==> src/rtl/tpt_pkg.sv <==
// Shared constants, item types, action codes, controller states and the
// command/status structs of the tour permutation table. No dependencies.
package tpt_pkg;

	localparam int MAX_CITIES     = 64;
	localparam int CITY_W         = $clog2(MAX_CITIES);
	localparam int SIZE_W         = $clog2(MAX_CITIES + 1);
	localparam int ACT_W          = 3;
	localparam int POS_W          = 7;
	localparam int DIST_IN_W      = 32;
	localparam int LEN_W          = 38;
	localparam int DIST_WIDTH_DEF = 32;

	localparam logic [LEN_W-1:0] LEN_MAX = '1;

	typedef logic [SIZE_W-1:0] size_t;

	typedef enum logic [ACT_W-1:0] {
		OP_SET     = 3'd0,
		OP_SWAP    = 3'd1,
		OP_RD_CITY = 3'd2,
		OP_RD_POS  = 3'd3,
		OP_LOAD    = 3'd4,
		OP_LENGTH  = 3'd5,
		OP_XFORM   = 3'd6
	} op_t;

	typedef enum logic [3:0] {
		ST_IDLE,
		ST_DECODE,
		ST_SWAP_W1,
		ST_SWAP_W2,
		ST_SWAP_W3,
		ST_LEN,
		ST_LEN_DRAIN,
		ST_WALK,
		ST_COPY,
		ST_RESULT
	} st_t;

	typedef struct packed {
		logic [ACT_W-1:0]     action;
		logic [POS_W-1:0]     position_a;
		logic [POS_W-1:0]     position_b;
		logic [POS_W-1:0]     city;
		logic [CITY_W-1:0]    from_city;
		logic [CITY_W-1:0]    to_city;
		logic [DIST_IN_W-1:0] distance;
	} tpt_in_t;

	typedef struct packed {
		logic [CITY_W-1:0] city_out;
		logic [CITY_W-1:0] position_out;
		logic [LEN_W-1:0]  tour_length;
		logic              status;
	} tpt_out_t;

	// Controller to datapath: one strobe per micro-operation plus the step index.
	typedef struct packed {
		logic              capture;
		logic              set_wr;
		logic              swap_rd;
		logic              swap_w1;
		logic              swap_w2;
		logic              swap_w3;
		logic              rd_city;
		logic              rd_pos;
		logic              load_wr;
		logic              len_clr;
		logic              len_issue;
		logic              walk_rd;
		logic              walk_wr;
		logic              copy_rd;
		logic              copy_wr;
		logic              out_load;
		logic [CITY_W-1:0] idx;
	} dp_cmd_t;

	// Datapath to controller.
	typedef struct packed {
		logic [ACT_W-1:0] op;
		logic             ok;
		size_t            size;
		logic             len_busy;
		logic             out_free;
	} dp_stat_t;

endpackage

==> src/rtl/tpt_ctrl.sv <==
// Controller of the tour permutation table: sequences each action as strobes
// to the datapath. Depends on tpt_pkg.
module tpt_ctrl (
	input  logic              clk,
	input  logic              arst_n,
	input  logic              in_valid,
	output logic              in_ready,
	input  tpt_pkg::dp_stat_t stat,
	output tpt_pkg::dp_cmd_t  cmd
);
	import tpt_pkg::*;

	st_t               state_q, state_d;
	logic [SIZE_W-1:0] cnt_q, cnt_d;
	logic              last_len;
	logic              last_step;

	assign last_len  = (cnt_q == stat.size - SIZE_W'(1));
	assign last_step = (cnt_q == stat.size);

	always_ff @(posedge clk or negedge arst_n) begin
		if (!arst_n) begin
			state_q <= ST_IDLE;
			cnt_q   <= '0;
		end else begin
			state_q <= state_d;
			cnt_q   <= cnt_d;
		end
	end

	always_comb begin
		state_d = state_q;
		cnt_d   = cnt_q;
		unique case (state_q)
			ST_IDLE: begin
				if (in_valid) begin
					state_d = ST_DECODE;
				end
			end
			ST_DECODE: begin
				cnt_d = '0;
				if (!stat.ok) begin
					state_d = ST_RESULT;
				end else begin
					unique case (stat.op)
						OP_SWAP:   state_d = ST_SWAP_W1;
						OP_LENGTH: state_d = ST_LEN;
						OP_XFORM:  state_d = ST_WALK;
						default:   state_d = ST_RESULT;
					endcase
				end
			end
			ST_SWAP_W1: state_d = ST_SWAP_W2;
			ST_SWAP_W2: state_d = ST_SWAP_W3;
			ST_SWAP_W3: state_d = ST_RESULT;
			ST_LEN: begin
				if (last_len) begin
					state_d = ST_LEN_DRAIN;
					cnt_d   = '0;
				end else begin
					cnt_d = cnt_q + SIZE_W'(1);
				end
			end
			ST_LEN_DRAIN: begin
				if (!stat.len_busy) begin
					state_d = ST_RESULT;
				end
			end
			ST_WALK: begin
				if (last_step) begin
					state_d = ST_COPY;
					cnt_d   = '0;
				end else begin
					cnt_d = cnt_q + SIZE_W'(1);
				end
			end
			ST_COPY: begin
				if (last_step) begin
					state_d = ST_RESULT;
					cnt_d   = '0;
				end else begin
					cnt_d = cnt_q + SIZE_W'(1);
				end
			end
			ST_RESULT: begin
				if (stat.out_free) begin
					state_d = ST_IDLE;
				end
			end
			default: state_d = ST_IDLE;
		endcase
	end

	always_comb begin
		cmd      = '0;
		cmd.idx  = cnt_q[CITY_W-1:0];
		in_ready = (state_q == ST_IDLE);
		unique case (state_q)
			ST_IDLE: cmd.capture = in_valid;
			ST_DECODE: begin
				if (stat.ok) begin
					unique case (stat.op)
						OP_SET:     cmd.set_wr  = 1'b1;
						OP_SWAP:    cmd.swap_rd = 1'b1;
						OP_RD_CITY: cmd.rd_city = 1'b1;
						OP_RD_POS:  cmd.rd_pos  = 1'b1;
						OP_LOAD:    cmd.load_wr = 1'b1;
						OP_LENGTH:  cmd.len_clr = 1'b1;
						default:    ;
					endcase
				end
			end
			ST_SWAP_W1:   cmd.swap_w1   = 1'b1;
			ST_SWAP_W2:   cmd.swap_w2   = 1'b1;
			ST_SWAP_W3:   cmd.swap_w3   = 1'b1;
			ST_LEN:       cmd.len_issue = 1'b1;
			ST_LEN_DRAIN: ;
			ST_WALK: begin
				// read step k while writing the city fetched at step k-1
				cmd.walk_rd = !last_step;
				cmd.walk_wr = (cnt_q != '0);
			end
			ST_COPY: begin
				cmd.copy_rd = !last_step;
				cmd.copy_wr = (cnt_q != '0);
			end
			ST_RESULT: cmd.out_load = stat.out_free;
			default: ;
		endcase
	end

endmodule

==> config.mk <==
export PLATFORM = sky130hd
export DESIGN_NAME = tpt_ctrl
export DESIGN_NICKNAME = d
export VERILOG_FILES = /design/src/rtl/tpt_pkg.sv /design/src/rtl/tpt_ctrl.sv
export SDC_FILE = /design/constraint.sdc
export NUM_CORES = 1
export LEC_CHECK = 0
export BUFFER_PORTS_ARGS = -buffer_cell sky130_fd_sc_hd__clkbuf_2
export CORE_ASPECT_RATIO = 1.4
export CORE_MARGIN = 2
export CORE_UTILIZATION = 51
export CTS_BUF_LIST = sky130_fd_sc_hd__clkbuf_16
export DETAILED_ROUTE_END_ITERATION = 12
export GPL_TIMING_DRIVEN = 0
export PLACE_DENSITY_LB_ADDON = 0.1
export SLEW_MARGIN = 20
export SYNTH_ARGS = -nofsm -noshare
export SYNTH_HDL_FRONTEND = slang
export SYNTH_SLANG_ARGS = --single-unit
==> constraint.sdc <==
create_clock -name clk -period 2.7 [get_ports clk]
set_input_delay 0.27 -clock clk [delete_from_list [all_inputs] [get_ports clk]]
set_output_delay 0.27 -clock clk [all_outputs]
set_load 0.03 [all_outputs]
## Word level (Yosys, flattened, before mapping)

Cells that the tools add are included.

- Add/subtract/negate cells: 2
- Eq/ne operators: 23
- Mux-type cells: 30
- Reduce and logical (&&, ||, !) cells: 7

Operators with widths:

| kind | number |
|---|---|
| $pmux W4 S10 | 1 |
| $mux W4 | 9 |
| $pmux W7 S3 | 1 |
| $eq A4 B3 Y1 const B | 4 |
| $eq A7 B7 Y1 | 2 |
| $mux W7 | 2 |
| $mux W1 | 12 |
| $ne A2 B2 Y1 const B | 6 |
| $pmux W4 S3 | 1 |
| $eq A3 B3 Y1 const B | 3 |
| $eq A4 B2 Y1 const B | 2 |
| $eq A4 B4 Y1 const B | 2 |
| $mux W2 | 4 |
| $add A7 B1 Y7 const B | 1 |
| $reduce_bool A7 Y1 | 1 |
| $sub A7 B1 Y7 const B | 1 |
| $eq A3 B2 Y1 const B | 2 |
| $reduce_and A6 Y1 | 1 |
| $eq A4 B1 Y1 const B | 1 |
| $logic_not A4 Y1 | 1 |
| $eq A3 B1 Y1 const B | 1 |
| $logic_not A3 Y1 | 1 |
| $reduce_bool A3 Y1 | 1 |
| $reduce_or A2 Y1 | 1 |
| $logic_not A1 Y1 | 1 |

- Register bits: 11
- Bits of input ports: 16
- Output and inout bits: 23
- Word-level logic and storage cells: 64

## Logic depth before layout (Yosys ltp)

Gate-level depths: netlist (run 1).

- Depth in word-level cells: 4
- Mapped depth: 9
- Depth with buffers taken out: 8

## Worst setup path after synthesis (run 1)

OpenSTA, ideal clock, no wires.

- Path type: reg2out
- From: register state_q[0]
- To: output cmd[21] in the netlist's numbering
- Arrival: 2082 ps
- Data required time: 2430 ps
- Setup slack: 348 ps
- Cell stages (with the launch flop): 4
- Buffers on the path: 1
- Cells stage by stage: dfrtp_1 > clkbuf_1 > nor4_1 > and2_1

RTL lines:

| element | line | text |
|---|---|---|
| from (decl) | tpt_ctrl.sv:13 | `st_t state_q, state_d;` |
| from (signal assigned) | tpt_ctrl.sv:26 | `state_q <= state_d;` |
| to (decl) | tpt_ctrl.sv:9 | `output tpt_pkg::dp_cmd_t cmd` |

## Worst setup path after layout (run 1)

- From: register cnt_q[3]
- To: register state_q[0]

- Longest elaborated chain between the ends: 3
- Elaborated cells on any way between the ends: 6

RTL lines:

| element | line | text |
|---|---|---|
| from (decl) | tpt_ctrl.sv:14 | `logic [SIZE_W-1:0] cnt_q, cnt_d;` |
| from (signal assigned) | tpt_ctrl.sv:27 | `cnt_q <= cnt_d;` |
| $eq A7 B7 Y1 (on tied branches) | tpt_ctrl.sv:19, tpt_ctrl.sv:18 |  |
| $ne A2 B2 Y1 (no source line) | -- |  |
| $reduce_and A6 Y1 (no source line) (*) | -- |  |

Mark *: on every way between the ends. The rest lies on a longest branch, timed or not.
A chain may end at the register's enable or synchronous reset.

==> results.cfg, run 1 <==
[status]
status = complete, no violations

[global_route]
grt_max_degree = 12
gr-total-overflow = 0
grt_pass1_vias = 1296
track_usage_pct = 24.2
antenna_found_initial = 0
grt_pass1_wl_um = 5330

[final_layout]
layout-drive-gt1-share_pct = 25.9
mostFrequentLayoutCells = 36 x clkbuf_2, 22 x nor2_1, 19 x nand2_1
register_area_um2 = 275
antenna-diode-count = 0
layout_commonest_cell = clkbuf_2
multiInputGateArea_um2 = 832
area_delta_synth_final_pct = 24.0
post-route-util_pct = 65.4
final.fill_count = 233
nets = 232

[floorplanning]
dieArea_um2 = 2860
row_count = 21
start_util_pct = 52.8
die_h_um = 62.5
coreArea_um2 = 2360
io_pins = 39
die_x_um = 45.8

[sta]
period_minus_slack_ns = 2.34
rsz0062_at_grt = no
worstMarginPinSlew_ns = 0.675
clock.fmax_mhz = 427
skew_ns = 0.000788
hold_violations = 0
slew_headroom_pct = 54.8
finalSetupTns_ns = 0
setup_viol = 0
drv_slew = 0
finalCritPeriodShare_pct = 86.7

[synth]
synth-simple-area-share_pct = 35.9
ys_seq_elements = 11
synth_xor_area_share_pct = 7.72
yosysUniqueCellTypes = 44
synth_compound_area_share_pct = 19.3
synth_nets = 190
synth_top_family_by_area = simple AND/OR/NAND/NOR gates
synthAdderAreaFrac_pct = 3.01
yosys_most_used_dff = dfrtp_1
async_reset_ff_share_pct = 100
synth.area.mux_share_pct = 0.802
avgSynthCellArea_um2 = 7.30
yosysSeqAreaShare_pct = 22.1
yosysWarnings = 0
synth_edf_count = 0
netlist_area_um2 = 1250
syn_inst = 171

[routing]
wl_per_cell_um = 13.8
postRouteAntennaNets = 0
dr.pass1.iters = 4
vias = 1349
drc = 0
wl_um = 3230
drtIter0Drc = 40
viasPerCell = 5.74

[pwr]
switching_share_pct = 47.7
peakVddDrop_v = 0.000448
seq_power_share_pct = 19.5
switchingPower_uw = 644
pwr-share-comb_pct = 60.1
power.internal_uw = 705
powerDensity_nw_per_um2 = 873
clockPowerShare_pct = 20.4
p_leak_uw = 0.000768

[setup_path]
cpPeakStageDelay_ns = 0.43
cp-start-kind = flip-flop
critPathCaptureType = flip-flop
path_cells = clkbuf_1, xnor2_1, nand4_1, a2bb2oi_1, a311o_1, o41ai_2, o31ai_1
crit_type = reg -> reg
critPathSlowestCell = a311o_1
crit_fanout = 7
worst_ep_required_time_ns = 2.80
cp_data_arrival_time_ns = 2.45

[clocking]
tritoncts = yes
cts_made_buffers = 3
htreeDepth = 1
root_buffer = clkbuf_16
post_cts_buffers = 0
cts_resized = 0
clkTransAtPathRegs_ns = 0.04
clockBufferDepth = 2
cts.sinks = 11
clk_latency_ns = 0.24

[job]
maxCapViolCount = 0

[placed_design]
io_buffers = 36
dp_hpwl_um = 2600
gp_congestion = 0.814

[hold_path]
hp-class = in -> async
-- synthesized netlist by cell type, types with 2 or more instances --
cell       instances  area share [%]
nor2_1            22             6.6
nand2_1           19             5.7
nor3_1            12             4.8
dfrtp_1           11              22
inv_1             11             3.3
xnor2_1           11             7.7
clkbuf_1           7             2.1
buf_4              6             3.6
and2_1             5             2.5
nand2b_1           5             2.5
nand3_1            5             2.0
nor2b_1            5             2.5
o32ai_1            5             3.5
a21oi_1            4             1.6
ha_1               3             3.0
o21ai_0            3             1.2
a2bb2oi_1          2             1.4
a31oi_1            2             1.0
and3_1             2             1.0
buf_6              2             1.8
nor4_1             2             1.0
o21a_1             2             1.2
o22ai_1            2             1.0
or2_2              2             1.0
or4_1              2             1.2
-- logic make-up (layout without fill, tap and decap cells) --
group,count (synthesis),count (layout)
mux,1,1
flops,11,11
simple gates,87,87
fa+ha+maj,3,3
xor+xnor,11,11
buf+inv,27,68
compound gates,31,31
-- timing repair --
item,4_1_cts,5_1_grt
hold buffers,1,0
hold endpoints to repair,11,0
setup endpoints to repair,0,0
-- flip-flops by register name, summed over array words and instances (netlist names) --
register	count
state_q	4
cnt_q	7
-- final cells by class --
type / count / share of cell area [%]
multi-input combinational: 133 / 53.8
sequential: 11 / 17.8
timing repair buffer: 37 / 12.3
buffer: 16 / 6.39
clock buffer: 3 / 4.85
inverter: 11 / 2.67
tap: 23 / 1.86
clock inverter: 1 / 0.324
-- power groups by stage --
stage | clock (uW) | combinational, uW | sequential [uW]
final | 275 | 811 | 263
after global routing | 286 | 890 | 275
after CTS | 274 | 817 | 263
after detailed placement | 0 | 813 | 265
after global placement | 0 | 788 | 262
after floorplan | 0 | 623 | 252
-- critical path, delay by kind of cell, from the launching register on --
kind | cells | cell delay [ns]
xor+xnor | 1 | 0.31
simple gates | 1 | 0.17
compound gates | 4 | 1.16
buf+inv | 1 | 0.20
flops | 1 | 0.37
-- metrics by stage --
stage / power (uW) / area [um2] / hold WS [ns] / std cells / worst slack [ns]
after floorplan: 875 / 1250 / -0.0256 / 171 / 0.348
after global placement: 1050 / 1460 / 0.162 / 230 / 0.464
after detailed placement: 1080 / 1460 / 0.164 / 230 / 0.358
after CTS: 1350 / 1550 / 0.457 / 235 / 0.347
after global routing: 1450 / 1550 / 0.472 / 235 / 0.128
final: 1350 / 1550 / 0.447 / 235 / 0.360
-- worst paths after layout --
path                                       from                      to  slack (ns)  depth (start not counted)
setup / recovery           cnt_q[3]$_DFFE_PN0P_  state_q[0]$_DFFE_PN0P_        0.36                          7
hold / removal                           arst_n    cnt_q[2]$_DFFE_PN0P_        0.45                          2
min in group clk                       stat[11]  state_q[2]$_DFFE_PN0P_        0.46                          3
hold reg to reg            cnt_q[6]$_DFFE_PN0P_    cnt_q[6]$_DFFE_PN0P_        0.57                          2
max in group asynchronous                arst_n  state_q[3]$_DFFE_PN0P_        2.03                          2
setup reg to reg           cnt_q[3]$_DFFE_PN0P_  state_q[0]$_DFFE_PN0P_        0.36                          7
-- routing by layer --
layer	vias to the layer above	part of all wire, %	track usage [%]
met5	-	0	0
met1	627	38	25.7
met2	42	56	45.4
met4	0	2.3	9.64
li1	672	-	-
met3	8	3.4	1.73
Power figures use the tool's default switching activity.
==> run 2, diff against run 1 <==
==> constraint.sdc (replaced) <==
create_clock -name clk -period 2.7 [get_ports clk]
set_input_delay 0.54 -clock clk [delete_from_list [all_inputs] [get_ports clk]]
set_output_delay 0.54 -clock clk [all_outputs]
set_load 0.03 [all_outputs]
==> run 2 against run 1 <==
Net effect: global-route usage unchanged; setup slack worse by 0.17 ns; sequential power about the same; cell count down 0.43%; cell area down 0.32%; non-clock buffer count down 1; via count about the same; core utilization down 0.21 points; maximum frequency down 6.8%; register-to-register slack worse by 0.02 ns; worst hold slack worse by 0.27 ns.
==> results.cfg, run 2 (synthesis gave the netlist of run 1 again) <==
[status]
status = complete, no violations

[sta]
worstMarginPinSlew_ns = 0.685
rsz0062_at_grt = no
period_minus_slack_ns = 2.51
slew_headroom_pct = 54.2
hold-worst-slack_ns = 0.173
finalCritPeriodShare_pct = 93.0
hold_violations = 0
skew_ns = 0.00200
setup_viol = 0
clock.fmax_mhz = 398
drv_slew = 0
finalSetupTns_ns = 0

[placed_design]
gp_congestion = 0.814
dp_hpwl_um = 2600
place_area_um2 = 1460
io_buffers = 36

[routing]
vias = 1350
drc = 0
dr.pass1.iters = 4
viasPerCell = 5.77
drtIter0Drc = 32
postRouteAntennaNets = 0
wl_um = 3230
wl_per_cell_um = 13.8

[clocking]
cts_made_buffers = 3
htreeDepth = 1
ctsHoldBuffers = 0
cts.sinks = 11
post_cts_buffers = 0
cts_resized = 0
root_buffer = clkbuf_16
tritoncts = yes
clockBufferDepth = 2
clk_latency_ns = 0.24
clkTransAtPathRegs_ns = 0.04

[setup_path]
worst_ep_required_time_ns = 2.16
crit_fanout = 6
crit_type = reg -> out
critPathCaptureType = primary output
r2r_slack_ns = 0.34
cp_data_arrival_time_ns = 1.97
cp-start-kind = flip-flop
reg2regPathDepth = 7
r2r-end = state_q[3]$_DFFE_PN0P_
reg2reg_from = cnt_q[3]$_DFFE_PN0P_

[pwr]
power.internal_uw = 707
pwr-share-comb_pct = 60.3
powerDensity_nw_per_um2 = 878
seq_power_share_pct = 19.5
peakVddDrop_v = 0.000471
switching_share_pct = 47.8
switchingPower_uw = 647
p_leak_uw = 0.000767
clockPowerShare_pct = 20.2

[job]
maxCapViolCount = 0

[floorplanning]
row_count = 21
dieArea_um2 = 2860
die_h_um = 62.5
coreArea_um2 = 2360
start_util_pct = 52.8
io_pins = 39
die_x_um = 45.8

[final_layout]
nets = 231
area_delta_synth_final_pct = 23.6
mostFrequentLayoutCells = 36 x clkbuf_2, 22 x nor2_1, 19 x nand2_1
largestRegisters = cnt_q x7, state_q x4
final_cell_area_um2 = 1540
largest_register = cnt_q
antenna-diode-count = 0
layout-drive-gt1-share_pct = 26.5
layout_commonest_cell = clkbuf_2
largest_reg_flops = 7

[global_route]
grt_pass1_vias = 1296
antenna_found_initial = 0
track_usage_pct = 24.2
gr-total-overflow = 0
grt_pass1_wl_um = 5330
grt_max_degree = 12

[hold_path]
hp-class = in -> async
==> run 2: cell count changes in the layout (fill, tap and decap cells not counted) <==
cell,previous run,this run
dlygate4sd3_1,1,0
nor3_2,0,1
nor3_1,12,11
==> run 2: metal layers <==
metal | part of all wire, % | wire length [um] | global-route usage (%)
met1 | 39 | 1250 | 25.7
met3 | 2.8 | 91 | 1.73
met5 | 0 | 0 | 0
met4 | 2.1 | 68 | 9.64
met2 | 56 | 1820 | 45.4
==> run 2: final cells by class <==
class	instances	area (um2)
Multi-Input combinational cell	133	837
Fill cell	233	823
Sequential cell	11	275
Timing Repair Buffer	36	180
Buffer	16	98.8
Clock buffer	3	75.1
Inverter	11	41.3
Tap cell	23	28.8
Clock inverter	1	5.00
==> run 2: power by group through the flow <==
stage          logic, uW  clock network (uW)  registers, uW
2_1_floorplan        623                   0            252
3_3_place_gp         788                   0            262
3_5_place_dp         813                   0            265
4_1_cts              815                 274            263
5_1_grt              897                 286            275
6_report             817                 274            263
==> run 2: worst max-delay path by stage <==
stage | from | end | slack (ns) | depth (start not counted)
finish | cnt_q[1]$_DFFE_PN0P_ | cmd[9] | 0.19 | 6
global route | cnt_q[1]$_DFFE_PN0P_ | cmd[7] | 0.05 | 6
CTS | cnt_q[1]$_DFFE_PN0P_ | cmd[9] | 0.10 | 6
detailed placement | stat[2] | state_q[0]$_DFFE_PN0P_ | 0.17 | 10
global placement | stat[2] | state_q[0]$_DFFE_PN0P_ | 0.25 | 10
floorplan | state_q[0]$_DFFE_PN0P_ | cmd[21] | 0.08 | 3
==> run 2: per-stage QoR <==
| step | setup WS [ns] | util (%) | power, uW | instances |
|---|---|---|---|---|
| final | 0.189 | 65.2 | 1350 | 234 |
| after CTS | 0.102 | 65.0 | 1350 | 234 |
| after floorplan | 0.0775 | - | 875 | 171 |
| after global routing | 0.0525 | 65.2 | 1460 | 234 |
| after detailed placement | 0.171 | 61.6 | 1080 | 230 |
| after global placement | 0.251 | 61.6 | 1050 | 230 |
==> run 2: critical path, cell delays in order, from the launching register on <==
cell and delay [ns]:
dfrtp_1 0.45, inv_1 0.11, ha_1 0.16, or4b_2 0.60, nor3_2 0.16, nor2_1 0.07, clkbuf_2 0.18
